[config.mk]
export PLATFORM = sky130hd
export DESIGN_NAME = page_replacement_engine_top
export DESIGN_NICKNAME = d
export VERILOG_FILES = /design/src/rtl/pre_pkg.sv /design/src/rtl/pre_dp.sv /design/src/rtl/pre_ctrl.sv /design/src/rtl/page_replacement_engine_top.sv
export VERILOG_INCLUDE_DIRS = /design/src /design/src/rtl
export SDC_FILE = /design/constraint.sdc
export NUM_CORES = 2
export LEC_CHECK = 0
export BUFFER_PORTS_ARGS = -buffer_cell sky130_fd_sc_hd__buf_2
export CAP_MARGIN = 20
export CORE_UTILIZATION = 62
export CTS_CLUSTER_DIAMETER = 60
export CTS_CLUSTER_SIZE = 25
export DETAILED_ROUTE_END_ITERATION = 6
export MAX_ROUTING_LAYER = met4
export PLACE_DENSITY_LB_ADDON = 0.3
export REMOVE_ABC_BUFFERS = 1
export SYNTH_ARGS = -nofsm -noshare
export SYNTH_HDL_FRONTEND = slang
export SYNTH_HIERARCHICAL = 1
export SYNTH_SLANG_ARGS = --single-unit
[constraint.sdc]
create_clock -name i_clk -period 8.7 [get_ports i_clk]
set_clock_uncertainty 0.15 [all_clocks]
set_input_delay 1.74 -clock i_clk [delete_from_list [all_inputs] [get_ports i_clk]]
set_output_delay 1.74 -clock i_clk [all_outputs]
set_load 0.005 [all_outputs]
[src/rtl/assert_macros.svh]
// assertion macros shared by the rtl modules
`ifndef ASSERT_MACROS_SVH
`define ASSERT_MACROS_SVH
`ifndef SYNTHESIS
`define PRE_ASSERT(name, clk, rst_n, prop) \
    name: assert property (@(posedge clk) disable iff (!rst_n) prop) \
        else $error("assertion failed");
`define PRE_NEVER(name, clk, rst_n, expr) \
    name: assert property (@(posedge clk) disable iff (!rst_n) !(expr)) \
        else $error("forbidden condition seen");
`else
`define PRE_ASSERT(name, clk, rst_n, prop)
`define PRE_NEVER(name, clk, rst_n, expr)
`endif
`endif

[src/rtl/pre_pkg.sv]
// types and constants of the page replacement engine
package pre_pkg;

    localparam int FRAME_BITS    = 8;
    localparam int TIME_BITS     = 16;
    localparam int USE_BITS      = 16;
    localparam int FAULT_BITS    = 16;
    localparam int PAGE_BITS     = 6;
    localparam int KIND_BITS     = 2;
    localparam int STATUS_BITS   = 3;
    localparam int POLICY_BITS   = 2;
    localparam int CFG_DATA_BITS = 7;

    localparam logic [KIND_BITS-1:0] KIND_ACCESS = 2'd0;
    localparam logic [KIND_BITS-1:0] KIND_PUSH   = 2'd1;
    localparam logic [KIND_BITS-1:0] KIND_CLEAR  = 2'd2;

    localparam logic [POLICY_BITS-1:0] POL_FIFO = 2'd0;
    localparam logic [POLICY_BITS-1:0] POL_LRU  = 2'd1;
    localparam logic [POLICY_BITS-1:0] POL_LFU  = 2'd2;

    localparam logic [STATUS_BITS-1:0] ST_HIT      = 3'd0;
    localparam logic [STATUS_BITS-1:0] ST_FREE     = 3'd1;
    localparam logic [STATUS_BITS-1:0] ST_REPLACED = 3'd2;
    localparam logic [STATUS_BITS-1:0] ST_NO_FRAME = 3'd3;
    localparam logic [STATUS_BITS-1:0] ST_LOADED   = 3'd4;
    localparam logic [STATUS_BITS-1:0] ST_FULL     = 3'd5;
    localparam logic [STATUS_BITS-1:0] ST_CLEARED  = 3'd6;
    localparam logic [STATUS_BITS-1:0] ST_BAD      = 3'd7;

    localparam logic [0:0] CFG_POLICY = 1'b0;
    localparam logic [0:0] CFG_PAGES  = 1'b1;

    localparam logic [CFG_DATA_BITS-1:0] PAGES_IN_USE_RESET = 7'd64;

    typedef struct packed {
        logic [KIND_BITS-1:0]  kind;
        logic [PAGE_BITS-1:0]  page;
        logic [FRAME_BITS-1:0] frame_value;
        logic [TIME_BITS-1:0]  access_time;
    } t_req;

    typedef struct packed {
        logic [FRAME_BITS-1:0]  frame;
        logic [STATUS_BITS-1:0] status;
        logic [PAGE_BITS-1:0]   evicted_page;
        logic [FAULT_BITS-1:0]  fault_total;
    } t_rsp;

    typedef struct packed {
        logic [FRAME_BITS-1:0] frame;
        logic [TIME_BITS-1:0]  arrival;
        logic [TIME_BITS-1:0]  last_use;
        logic [USE_BITS-1:0]   uses;
    } t_entry;

    typedef struct packed {
        logic accept;
        logic look;
        logic decide;
        logic scan;
        logic evict;
        logic out_load;
    } t_cmd;

    typedef struct packed {
        logic access_ok;
        logic need_scan;
        logic scan_last;
        logic out_free;
    } t_sts;

endpackage

[src/rtl/pre_dp.sv]
// datapath: page table, free frame stack, victim search and result register
`include "assert_macros.svh"
module pre_dp import pre_pkg::*; #(
    parameter int PAGES      = 64,
    parameter int POOL_DEPTH = 64
) (
    input  logic                     i_clk,
    input  logic                     i_rst_n,
    input  t_cmd                     i_cmd,
    output t_sts                     o_sts,
    input  t_req                     i_in_req,
    input  logic                     i_cfg_valid,
    input  logic [0:0]               i_cfg_index,
    input  logic [CFG_DATA_BITS-1:0] i_cfg_data,
    input  logic                     i_out_stall,
    output logic                     o_out_valid,
    output t_rsp                     o_out_rsp
);

    localparam int PW   = $clog2(PAGES);
    localparam int NW   = $clog2(PAGES + 1);
    localparam int CMPW = (NW > CFG_DATA_BITS) ? NW : CFG_DATA_BITS;
    localparam int SW   = (POOL_DEPTH > 1) ? $clog2(POOL_DEPTH) : 1;
    localparam int CW   = $clog2(POOL_DEPTH + 1);

    logic [POLICY_BITS-1:0]   r_policy;
    logic [CFG_DATA_BITS-1:0] r_piu;
    t_req                     r_req;
    logic [PAGES-1:0]         r_valid;
    t_entry                   r_mem [PAGES];
    t_entry                   r_rd;
    logic [FRAME_BITS-1:0]    r_stk [POOL_DEPTH];
    logic [FRAME_BITS-1:0]    r_stk_rd;
    logic [CW-1:0]            r_fcnt;
    logic [FAULT_BITS-1:0]    r_fault;
    logic [PW-1:0]            r_idx;
    logic                     r_pend;
    logic                     r_pend_vld;
    logic [PW-1:0]            r_pend_idx;
    logic                     r_found;
    logic [PW-1:0]            r_best_idx;
    t_entry                   r_best;
    logic [FRAME_BITS-1:0]    r_res_frame;
    logic [STATUS_BITS-1:0]   r_res_status;
    logic [PAGE_BITS-1:0]     r_res_evict;
    t_rsp                     r_out;
    logic                     r_out_vld;

    logic [CMPW-1:0]     piu_x;
    logic [CMPW-1:0]     n_x;
    logic [NW-1:0]       n;
    logic [PW-1:0]       pidx;
    logic                page_ok;
    logic                hit;
    logic                better;
    logic                take;
    logic                load_free;
    logic                load_evict;
    logic                mem_we;
    logic                mem_re;
    logic [PW-1:0]       mem_raddr;
    t_entry              mem_wdata;
    logic [CW-1:0]       fcnt_m1;
    logic [USE_BITS-1:0] uses_inc;

    assign piu_x   = CMPW'(r_piu);
    assign n_x     = (piu_x > CMPW'(PAGES)) ? CMPW'(PAGES) : piu_x;
    assign n       = NW'(n_x);
    assign pidx    = PW'(r_req.page);
    assign page_ok = CMPW'(r_req.page) < n_x;
    assign hit     = r_valid[pidx];
    assign fcnt_m1 = r_fcnt - CW'(1);
    assign uses_inc = (r_rd.uses == '1) ? r_rd.uses : r_rd.uses + USE_BITS'(1);

    assign load_free  = i_cmd.decide && !hit && (r_fcnt != '0);
    assign load_evict = i_cmd.evict && r_found;

    assign o_sts.access_ok = (r_req.kind == KIND_ACCESS) && page_ok;
    assign o_sts.need_scan = !hit && (r_fcnt == '0);
    assign o_sts.scan_last = (NW'(r_idx) + NW'(1)) == n;
    assign o_sts.out_free  = !r_out_vld || !i_out_stall;

    always_comb begin
        unique case (r_policy)
            POL_LRU: better = r_rd.last_use < r_best.last_use;
            POL_LFU: begin
                if (r_rd.uses != r_best.uses) begin
                    better = r_rd.uses < r_best.uses;
                end else begin
                    better = r_rd.arrival < r_best.arrival;
                end
            end
            default: better = r_rd.arrival < r_best.arrival;
        endcase
    end

    assign take = r_pend && r_pend_vld && (!r_found || better);

    always_comb begin
        mem_wdata = '{frame: r_rd.frame, arrival: r_rd.arrival,
                      last_use: r_req.access_time, uses: uses_inc};
        if (load_free) begin
            mem_wdata = '{frame: r_stk_rd, arrival: r_req.access_time,
                          last_use: r_req.access_time, uses: USE_BITS'(1)};
        end else if (i_cmd.evict) begin
            mem_wdata = '{frame: r_best.frame, arrival: r_req.access_time,
                          last_use: r_req.access_time, uses: USE_BITS'(1)};
        end
    end

    assign mem_we    = (i_cmd.decide && (hit || (r_fcnt != '0))) || load_evict;
    assign mem_re    = i_cmd.look || i_cmd.scan;
    assign mem_raddr = i_cmd.scan ? r_idx : pidx;

    // page table memory
    always_ff @(posedge i_clk) begin
        if (mem_we) begin
            r_mem[pidx] <= mem_wdata;
        end
        if (mem_re) begin
            r_rd <= r_mem[mem_raddr];
        end
    end

    // free frame stack
    always_ff @(posedge i_clk) begin
        if (i_cmd.look && (r_req.kind == KIND_PUSH) && (r_fcnt != CW'(POOL_DEPTH))) begin
            r_stk[r_fcnt[SW-1:0]] <= r_req.frame_value;
        end
        if (i_cmd.look) begin
            r_stk_rd <= r_stk[fcnt_m1[SW-1:0]];
        end
    end

    always_ff @(posedge i_clk) begin
        if (!i_rst_n) begin
            r_policy  <= POL_FIFO;
            r_piu     <= PAGES_IN_USE_RESET;
            r_valid   <= '0;
            r_fcnt    <= '0;
            r_fault   <= '0;
            r_idx     <= '0;
            r_pend    <= 1'b0;
            r_found   <= 1'b0;
            r_out_vld <= 1'b0;
        end else begin
            if (i_cfg_valid) begin
                unique case (i_cfg_index)
                    CFG_POLICY: r_policy <= i_cfg_data[POLICY_BITS-1:0];
                    CFG_PAGES:  r_piu    <= i_cfg_data;
                    default:    r_piu    <= r_piu;
                endcase
            end
            if (i_cmd.look && (r_req.kind == KIND_CLEAR)) begin
                r_valid <= '0;
                r_fcnt  <= '0;
                r_fault <= '0;
            end else begin
                if (load_evict) begin
                    r_valid <= (r_valid & ~(PAGES'(1) << r_best_idx)) | (PAGES'(1) << pidx);
                end else if (load_free) begin
                    r_valid[pidx] <= 1'b1;
                end
                if (i_cmd.look && (r_req.kind == KIND_PUSH)
                    && (r_fcnt != CW'(POOL_DEPTH))) begin
                    r_fcnt <= r_fcnt + CW'(1);
                end else if (load_free) begin
                    r_fcnt <= fcnt_m1;
                end
                if (i_cmd.decide && !hit && (r_fault != '1)) begin
                    r_fault <= r_fault + FAULT_BITS'(1);
                end
            end
            if (i_cmd.decide) begin
                r_idx <= '0;
            end else if (i_cmd.scan) begin
                r_idx <= r_idx + PW'(1);
            end
            r_pend <= i_cmd.scan;
            if (i_cmd.decide) begin
                r_found <= 1'b0;
            end else if (take) begin
                r_found <= 1'b1;
            end
            if (i_cmd.out_load) begin
                r_out_vld <= 1'b1;
            end else if (r_out_vld && !i_out_stall) begin
                r_out_vld <= 1'b0;
            end
        end
    end

    always_ff @(posedge i_clk) begin
        if (i_cmd.accept) begin
            r_req <= i_in_req;
        end
        if (i_cmd.scan) begin
            r_pend_idx <= r_idx;
            r_pend_vld <= r_valid[r_idx];
        end
        if (take) begin
            r_best     <= r_rd;
            r_best_idx <= r_pend_idx;
        end
        if (i_cmd.look) begin
            r_res_frame <= '0;
            r_res_evict <= '0;
            unique case (r_req.kind)
                KIND_ACCESS: r_res_status <= ST_BAD;
                KIND_PUSH: begin
                    r_res_status <= (r_fcnt != CW'(POOL_DEPTH)) ? ST_LOADED : ST_FULL;
                end
                KIND_CLEAR:  r_res_status <= ST_CLEARED;
                default:     r_res_status <= ST_BAD;
            endcase
        end
        if (i_cmd.decide) begin
            if (hit) begin
                r_res_frame  <= r_rd.frame;
                r_res_status <= ST_HIT;
            end else if (r_fcnt != '0) begin
                r_res_frame  <= r_stk_rd;
                r_res_status <= ST_FREE;
            end
        end
        if (i_cmd.evict) begin
            if (r_found) begin
                r_res_frame  <= r_best.frame;
                r_res_status <= ST_REPLACED;
                r_res_evict  <= PAGE_BITS'(r_best_idx);
            end else begin
                r_res_status <= ST_NO_FRAME;
            end
        end
        if (i_cmd.out_load) begin
            r_out <= '{frame: r_res_frame, status: r_res_status,
                       evicted_page: r_res_evict, fault_total: r_fault};
        end
    end

    assign o_out_valid = r_out_vld;
    assign o_out_rsp   = r_out;

    `PRE_NEVER(a_fcnt_range, i_clk, i_rst_n, r_fcnt > CW'(POOL_DEPTH))
    `PRE_ASSERT(a_scan_idx, i_clk, i_rst_n, i_cmd.scan |-> (NW'(r_idx) < n))
    `PRE_ASSERT(a_out_load, i_clk, i_rst_n, i_cmd.out_load |=> o_out_valid)

endmodule

[src/rtl/pre_ctrl.sv]
// controller state machine sequencing lookup, victim search and result
`include "assert_macros.svh"
module pre_ctrl import pre_pkg::*; (
    input  logic i_clk,
    input  logic i_rst_n,
    input  logic i_in_valid,
    input  t_sts i_sts,
    output logic o_in_stall,
    output t_cmd o_cmd
);

    typedef enum logic [6:0] {
        S_IDLE   = 7'b0000001,
        S_LOOK   = 7'b0000010,
        S_DECIDE = 7'b0000100,
        S_SCAN   = 7'b0001000,
        S_DRAIN  = 7'b0010000,
        S_EVICT  = 7'b0100000,
        S_DONE   = 7'b1000000
    } t_state;

    t_state r_state;
    t_state n_state;

    always_comb begin
        n_state = r_state;
        unique case (r_state)
            S_IDLE:   if (i_in_valid) n_state = S_LOOK;
            S_LOOK:   n_state = i_sts.access_ok ? S_DECIDE : S_DONE;
            S_DECIDE: n_state = i_sts.need_scan ? S_SCAN : S_DONE;
            S_SCAN:   if (i_sts.scan_last) n_state = S_DRAIN;
            S_DRAIN:  n_state = S_EVICT;
            S_EVICT:  n_state = S_DONE;
            S_DONE:   if (i_sts.out_free) n_state = S_IDLE;
            default:  n_state = S_IDLE;
        endcase
    end

    always_ff @(posedge i_clk) begin
        if (!i_rst_n) begin
            r_state <= S_IDLE;
        end else begin
            r_state <= n_state;
        end
    end

    assign o_in_stall     = (r_state != S_IDLE);
    assign o_cmd.accept   = (r_state == S_IDLE) && i_in_valid;
    assign o_cmd.look     = (r_state == S_LOOK);
    assign o_cmd.decide   = (r_state == S_DECIDE);
    assign o_cmd.scan     = (r_state == S_SCAN);
    assign o_cmd.evict    = (r_state == S_EVICT);
    assign o_cmd.out_load = (r_state == S_DONE) && i_sts.out_free;

    `PRE_ASSERT(a_evict_after_drain, i_clk, i_rst_n, o_cmd.evict |-> $past(r_state == S_DRAIN))
    `PRE_ASSERT(a_state_onehot, i_clk, i_rst_n, $onehot(r_state))
    `PRE_ASSERT(a_accept_look, i_clk, i_rst_n, o_cmd.accept |=> o_cmd.look)

endmodule

[src/rtl/page_replacement_engine_top.sv]
// page replacement engine: a victim search covers min(pages_in_use, PAGES) page table entries
// a request enters, then lookup, decide (in-range accesses only), victim search and result register stages follow
// the victim search reads one page table entry per cycle through the single memory read port
// one request at a time; the next is taken once the result sits in the output register
// synchronous active-low reset: table invalid, free stack empty, fault count zero, no clear pass
module page_replacement_engine_top import pre_pkg::*; #(
    parameter int PAGES      = 64,
    parameter int POOL_DEPTH = 64
) (
    input  logic                     i_clk,
    input  logic                     i_rst_n,
    input  logic                     i_in_valid,
    input  t_req                     i_in_req,
    output logic                     o_in_stall,
    output logic                     o_out_valid,
    output t_rsp                     o_out_rsp,
    input  logic                     i_out_stall,
    input  logic                     i_cfg_valid,
    output logic                     o_cfg_ready,
    input  logic [0:0]               i_cfg_index,
    input  logic [CFG_DATA_BITS-1:0] i_cfg_data
);

    t_cmd cmd;
    t_sts sts;

    assign o_cfg_ready = 1'b1;

    pre_ctrl u_ctrl (
        .i_clk      (i_clk),
        .i_rst_n    (i_rst_n),
        .i_in_valid (i_in_valid),
        .i_sts      (sts),
        .o_in_stall (o_in_stall),
        .o_cmd      (cmd)
    );

    pre_dp #(
        .PAGES      (PAGES),
        .POOL_DEPTH (POOL_DEPTH)
    ) u_dp (
        .i_clk       (i_clk),
        .i_rst_n     (i_rst_n),
        .i_cmd       (cmd),
        .o_sts       (sts),
        .i_in_req    (i_in_req),
        .i_cfg_valid (i_cfg_valid),
        .i_cfg_index (i_cfg_index),
        .i_cfg_data  (i_cfg_data),
        .i_out_stall (i_out_stall),
        .o_out_valid (o_out_valid),
        .o_out_rsp   (o_out_rsp)
    );

endmodule

==> flow_summary.ini <==
[worst_setup_path]
critPathMaxFanout = 64
crit_top_cell = buf_4
setup.worst_path.class = reg -> reg
rr_startpoint = u_dp/pidx[0]$_DFFE_PP_
start_kind = register
crit_family = simple AND/OR/NAND/NOR gates
required_ps = 9180
setup.worst_path.start = u_dp/pidx[0]$_DFFE_PP_
worstSetupEndpointType = register
slowest_delay_ps = 690
critical_path.slowest_cell = nor2_4
cp.depth = 12
critPathBufInv = 4
path_cells = buf_4 -> mux4_2 -> a22oi_1 -> nand3_1 -> nor3_1 -> buf_4 -> nand3_4 -> nor2_4 -> or2_4 -> buf_4 -> mux2_1 -> buf_4
r2r-end = u_dp/r_mem[38][35]$_DFFE_PP_
endpoint = u_dp/r_mem[38][35]$_DFFE_PP_
rrSetupSlack_ps = 2940
crit_arrival_ps = 6230
reg2reg_depth = 12

[power_and_ir_drop]
power_frac_clock_pct = 33.3
intPower_mw = 29.9
switching_power_mw = 8.52
power.total_mw = 38.5
ir_drop_mv = 0.219
combPwrFrac_pct = 6.0
power-per-cell-area_nw_per_um2 = 206
power.share.switching_pct = 22.2
pwr-share-seq_pct = 60.8
p_leak_nw = 56.9

[layout]
layout.nets = 8597
final_common_cell = edfxtp_1
mostFrequentLayoutCells = edfxtp_1, mux4_2, nand2_1, a211oi_1, clkbuf_16
drive_above_1_share_pct = 22.7
area_delta_synth_final_pct = 8.29

[yosys]
ys_types = 67
yosysWarnings = 6
synth_top_cell_by_area = edfxtp_1
ys.flop_type = edfxtp_1
synth_seq_cells = 4423
ys_seq_area_share_pct = 76.4
synth-edff-count = 4294
synth_top_cells_by_area = edfxtp_1, mux4_2, dfxtp_1
ys_async_sr_fraction_pct = 0
avgSynthCellArea_um2 = 20.5
synth_top_area_share_pct = 74.9
syn_inst = 8399
syn_area_um2 = 172000

[clocking]
clk_pin_slew_ps = 90
ctsHoldBuffers = 0
cts_resized = 0
cts_root_buffer = clkbuf_16
post-cts-setup-buffer-count = 0
clock_latency_ps = 970
cts_tree = yes
htree_levels = 4
cts.sinks = 4423
cts_buffers = 238
ctsLongestPathBuffers = 4

[routing]
drtIter0Drc = 14100
drcViolationCount = 2
num_vias = 88500
ant_nets = 0
dr.pass1.iters = 7
vias_per_cell = 7.16
postRouteWirelength_mm = 441
wl_per_cell_um = 35.6

[sta]
min_period_ps = 5760
rsz0062_at_grt = no
post-route-period-util_pct = 66.2
worst_pin_slew_ps = 1250
setup_viol = 0
fmax_ghz = 0.174
tns_ps = 0
hold_viol = 0
slew_headroom_pct = 16.3
final_max_slew_viol_count = 0

[die]
dieHeight_um = 529
dieArea_um2 = 280000
io_pins = 81
core-area_um2 = 276000
start_util_pct = 62.3
die_w_um = 529
num_rows = 193

[grt]
grt_start_max_net_pins = 141
grt_usage_pct = 32.6
grt_pass1_vias = 86700
grt-ovfl-total = 0
antenna_found_initial = 9
grt_pass1_wl_mm = 626

[status]
outcome = finished with violations
violations = design-rule violations

[placed_design]
portBuffers = 79
dpl.hpwl_mm = 234
place_congestion = 0.856

[flow_run]
drv_cap = 0

[worst_hold_path]
hold_path.class = reg -> reg
-- through the flow --
step / worst slack (ps) / instances / cell area [µm²] / hold slack (ps) / util, %
floorplan: -37690 / 7899 / 170000 / 250 / -
global placement: 3060 / 11900 / 178000 / 250 / 64.5
detailed placement: 3060 / 11900 / 178000 / 258 / 64.5
CTS: 3020 / 12400 / 186000 / 280 / 67.4
global route: 2740 / 12400 / 186000 / 284 / 67.5
finish: 2940 / 12400 / 186000 / 281 / 67.5
-- metal layers --
metal	track usage, %	vias to the layer above	routed length [µm]	share of wire (%)
met5	-	-	0	0
met4	11.7	0	18400	4.2
met3	5.64	930	53400	12
met2	49.7	6556	210000	48
met1	45.2	46300	159000	36
li1	-	34700	-	-
-- area by class of cell --
type,instances,area [µm²]
diodes,7,17.5
clock buffers,263,6110
clock inverters,145,1800
fillers,17000,89800
inverters,72,270
multi-input cells,3404,39000
flip-flops and latches,4423,132000
well taps,3705,4640
repair buffers,355,3090
-- flip-flops by register name, summed over array words and instances, names as in the netlist, 3 cells and up --
name / cells
u_dp/r_mem: 3584
u_dp/r_stk: 512
u_dp/r_valid: 64
u_dp/r_best: 56
u_dp/r_rd: 56
u_dp/o_out_rsp: 33
u_dp/r_req: 26
u_dp/r_fault: 16
u_dp/r_res_frame: 8
u_dp/r_stk_rd: 8
u_ctrl/r_state: 7
u_dp/piu_x: 7
u_dp/r_fcnt: 7
u_dp/pidx: 6
u_dp/r_best_idx: 6
u_dp/r_idx: 6
u_dp/r_pend_idx: 6
u_dp/r_res_evict: 6
u_dp/r_res_status: 3
-- cells in the mapped netlist, types with 72 or more instances --
cell type,instances
a211oi_1,287
a21oi_1,206
a311oi_1,112
a31oi_1,121
and2_1,231
clkbuf_1,326
dfxtp_1,129
edfxtp_1,4294
inv_1,72
mux4_2,1099
nand2_1,604
nor2_1,221
o21ai_0,90
-- how the worst min path moves through the flow --
stage	from	end	slack [ps]	depth (start not counted)
final	u_dp/r_pend_idx[2]$_DFFE_PP_	u_dp/r_best_idx[2]$_DFFE_PP_	280	0
after global routing	u_dp/r_pend_idx[2]$_DFFE_PP_	u_dp/r_best_idx[2]$_DFFE_PP_	280	0
after CTS	u_dp/r_pend_idx[2]$_DFFE_PP_	u_dp/r_best_idx[2]$_DFFE_PP_	280	0
after detailed placement	u_dp/r_pend_idx[0]$_DFFE_PP_	u_dp/r_best_idx[0]$_DFFE_PP_	260	0
after global placement	u_dp/r_pend_idx[4]$_DFFE_PP_	u_dp/r_best_idx[4]$_DFFE_PP_	250	0
after floorplan	u_dp/r_pend_idx[0]$_DFFE_PP_	u_dp/r_best_idx[0]$_DFFE_PP_	250	0
-- power by group through the flow --
stage | sequential (mW) | clock [mW] | combinational [mW]
after detailed placement | 23.9 | 0 | 2.26
after floorplan | 23.9 | 0 | 3.68
after CTS | 23.4 | 12.9 | 2.28
after global routing | 23.4 | 13.6 | 2.41
after global placement | 23.9 | 0 | 2.22
final | 23.4 | 12.8 | 2.29
-- cells by family after synthesis --
group           count (synthesis)  share of synthesized area [%]
compound gates                886                           3.44
xor+xnor                       38                          0.193
fa+ha+maj                      58                          0.422
buf+inv                       572                           1.48
flops                        4423                           76.4
mux                          1139                           14.6
other cells                     1                        0.00218
simple gates                 1282                           3.45
(Power assumes the default switching activity.)
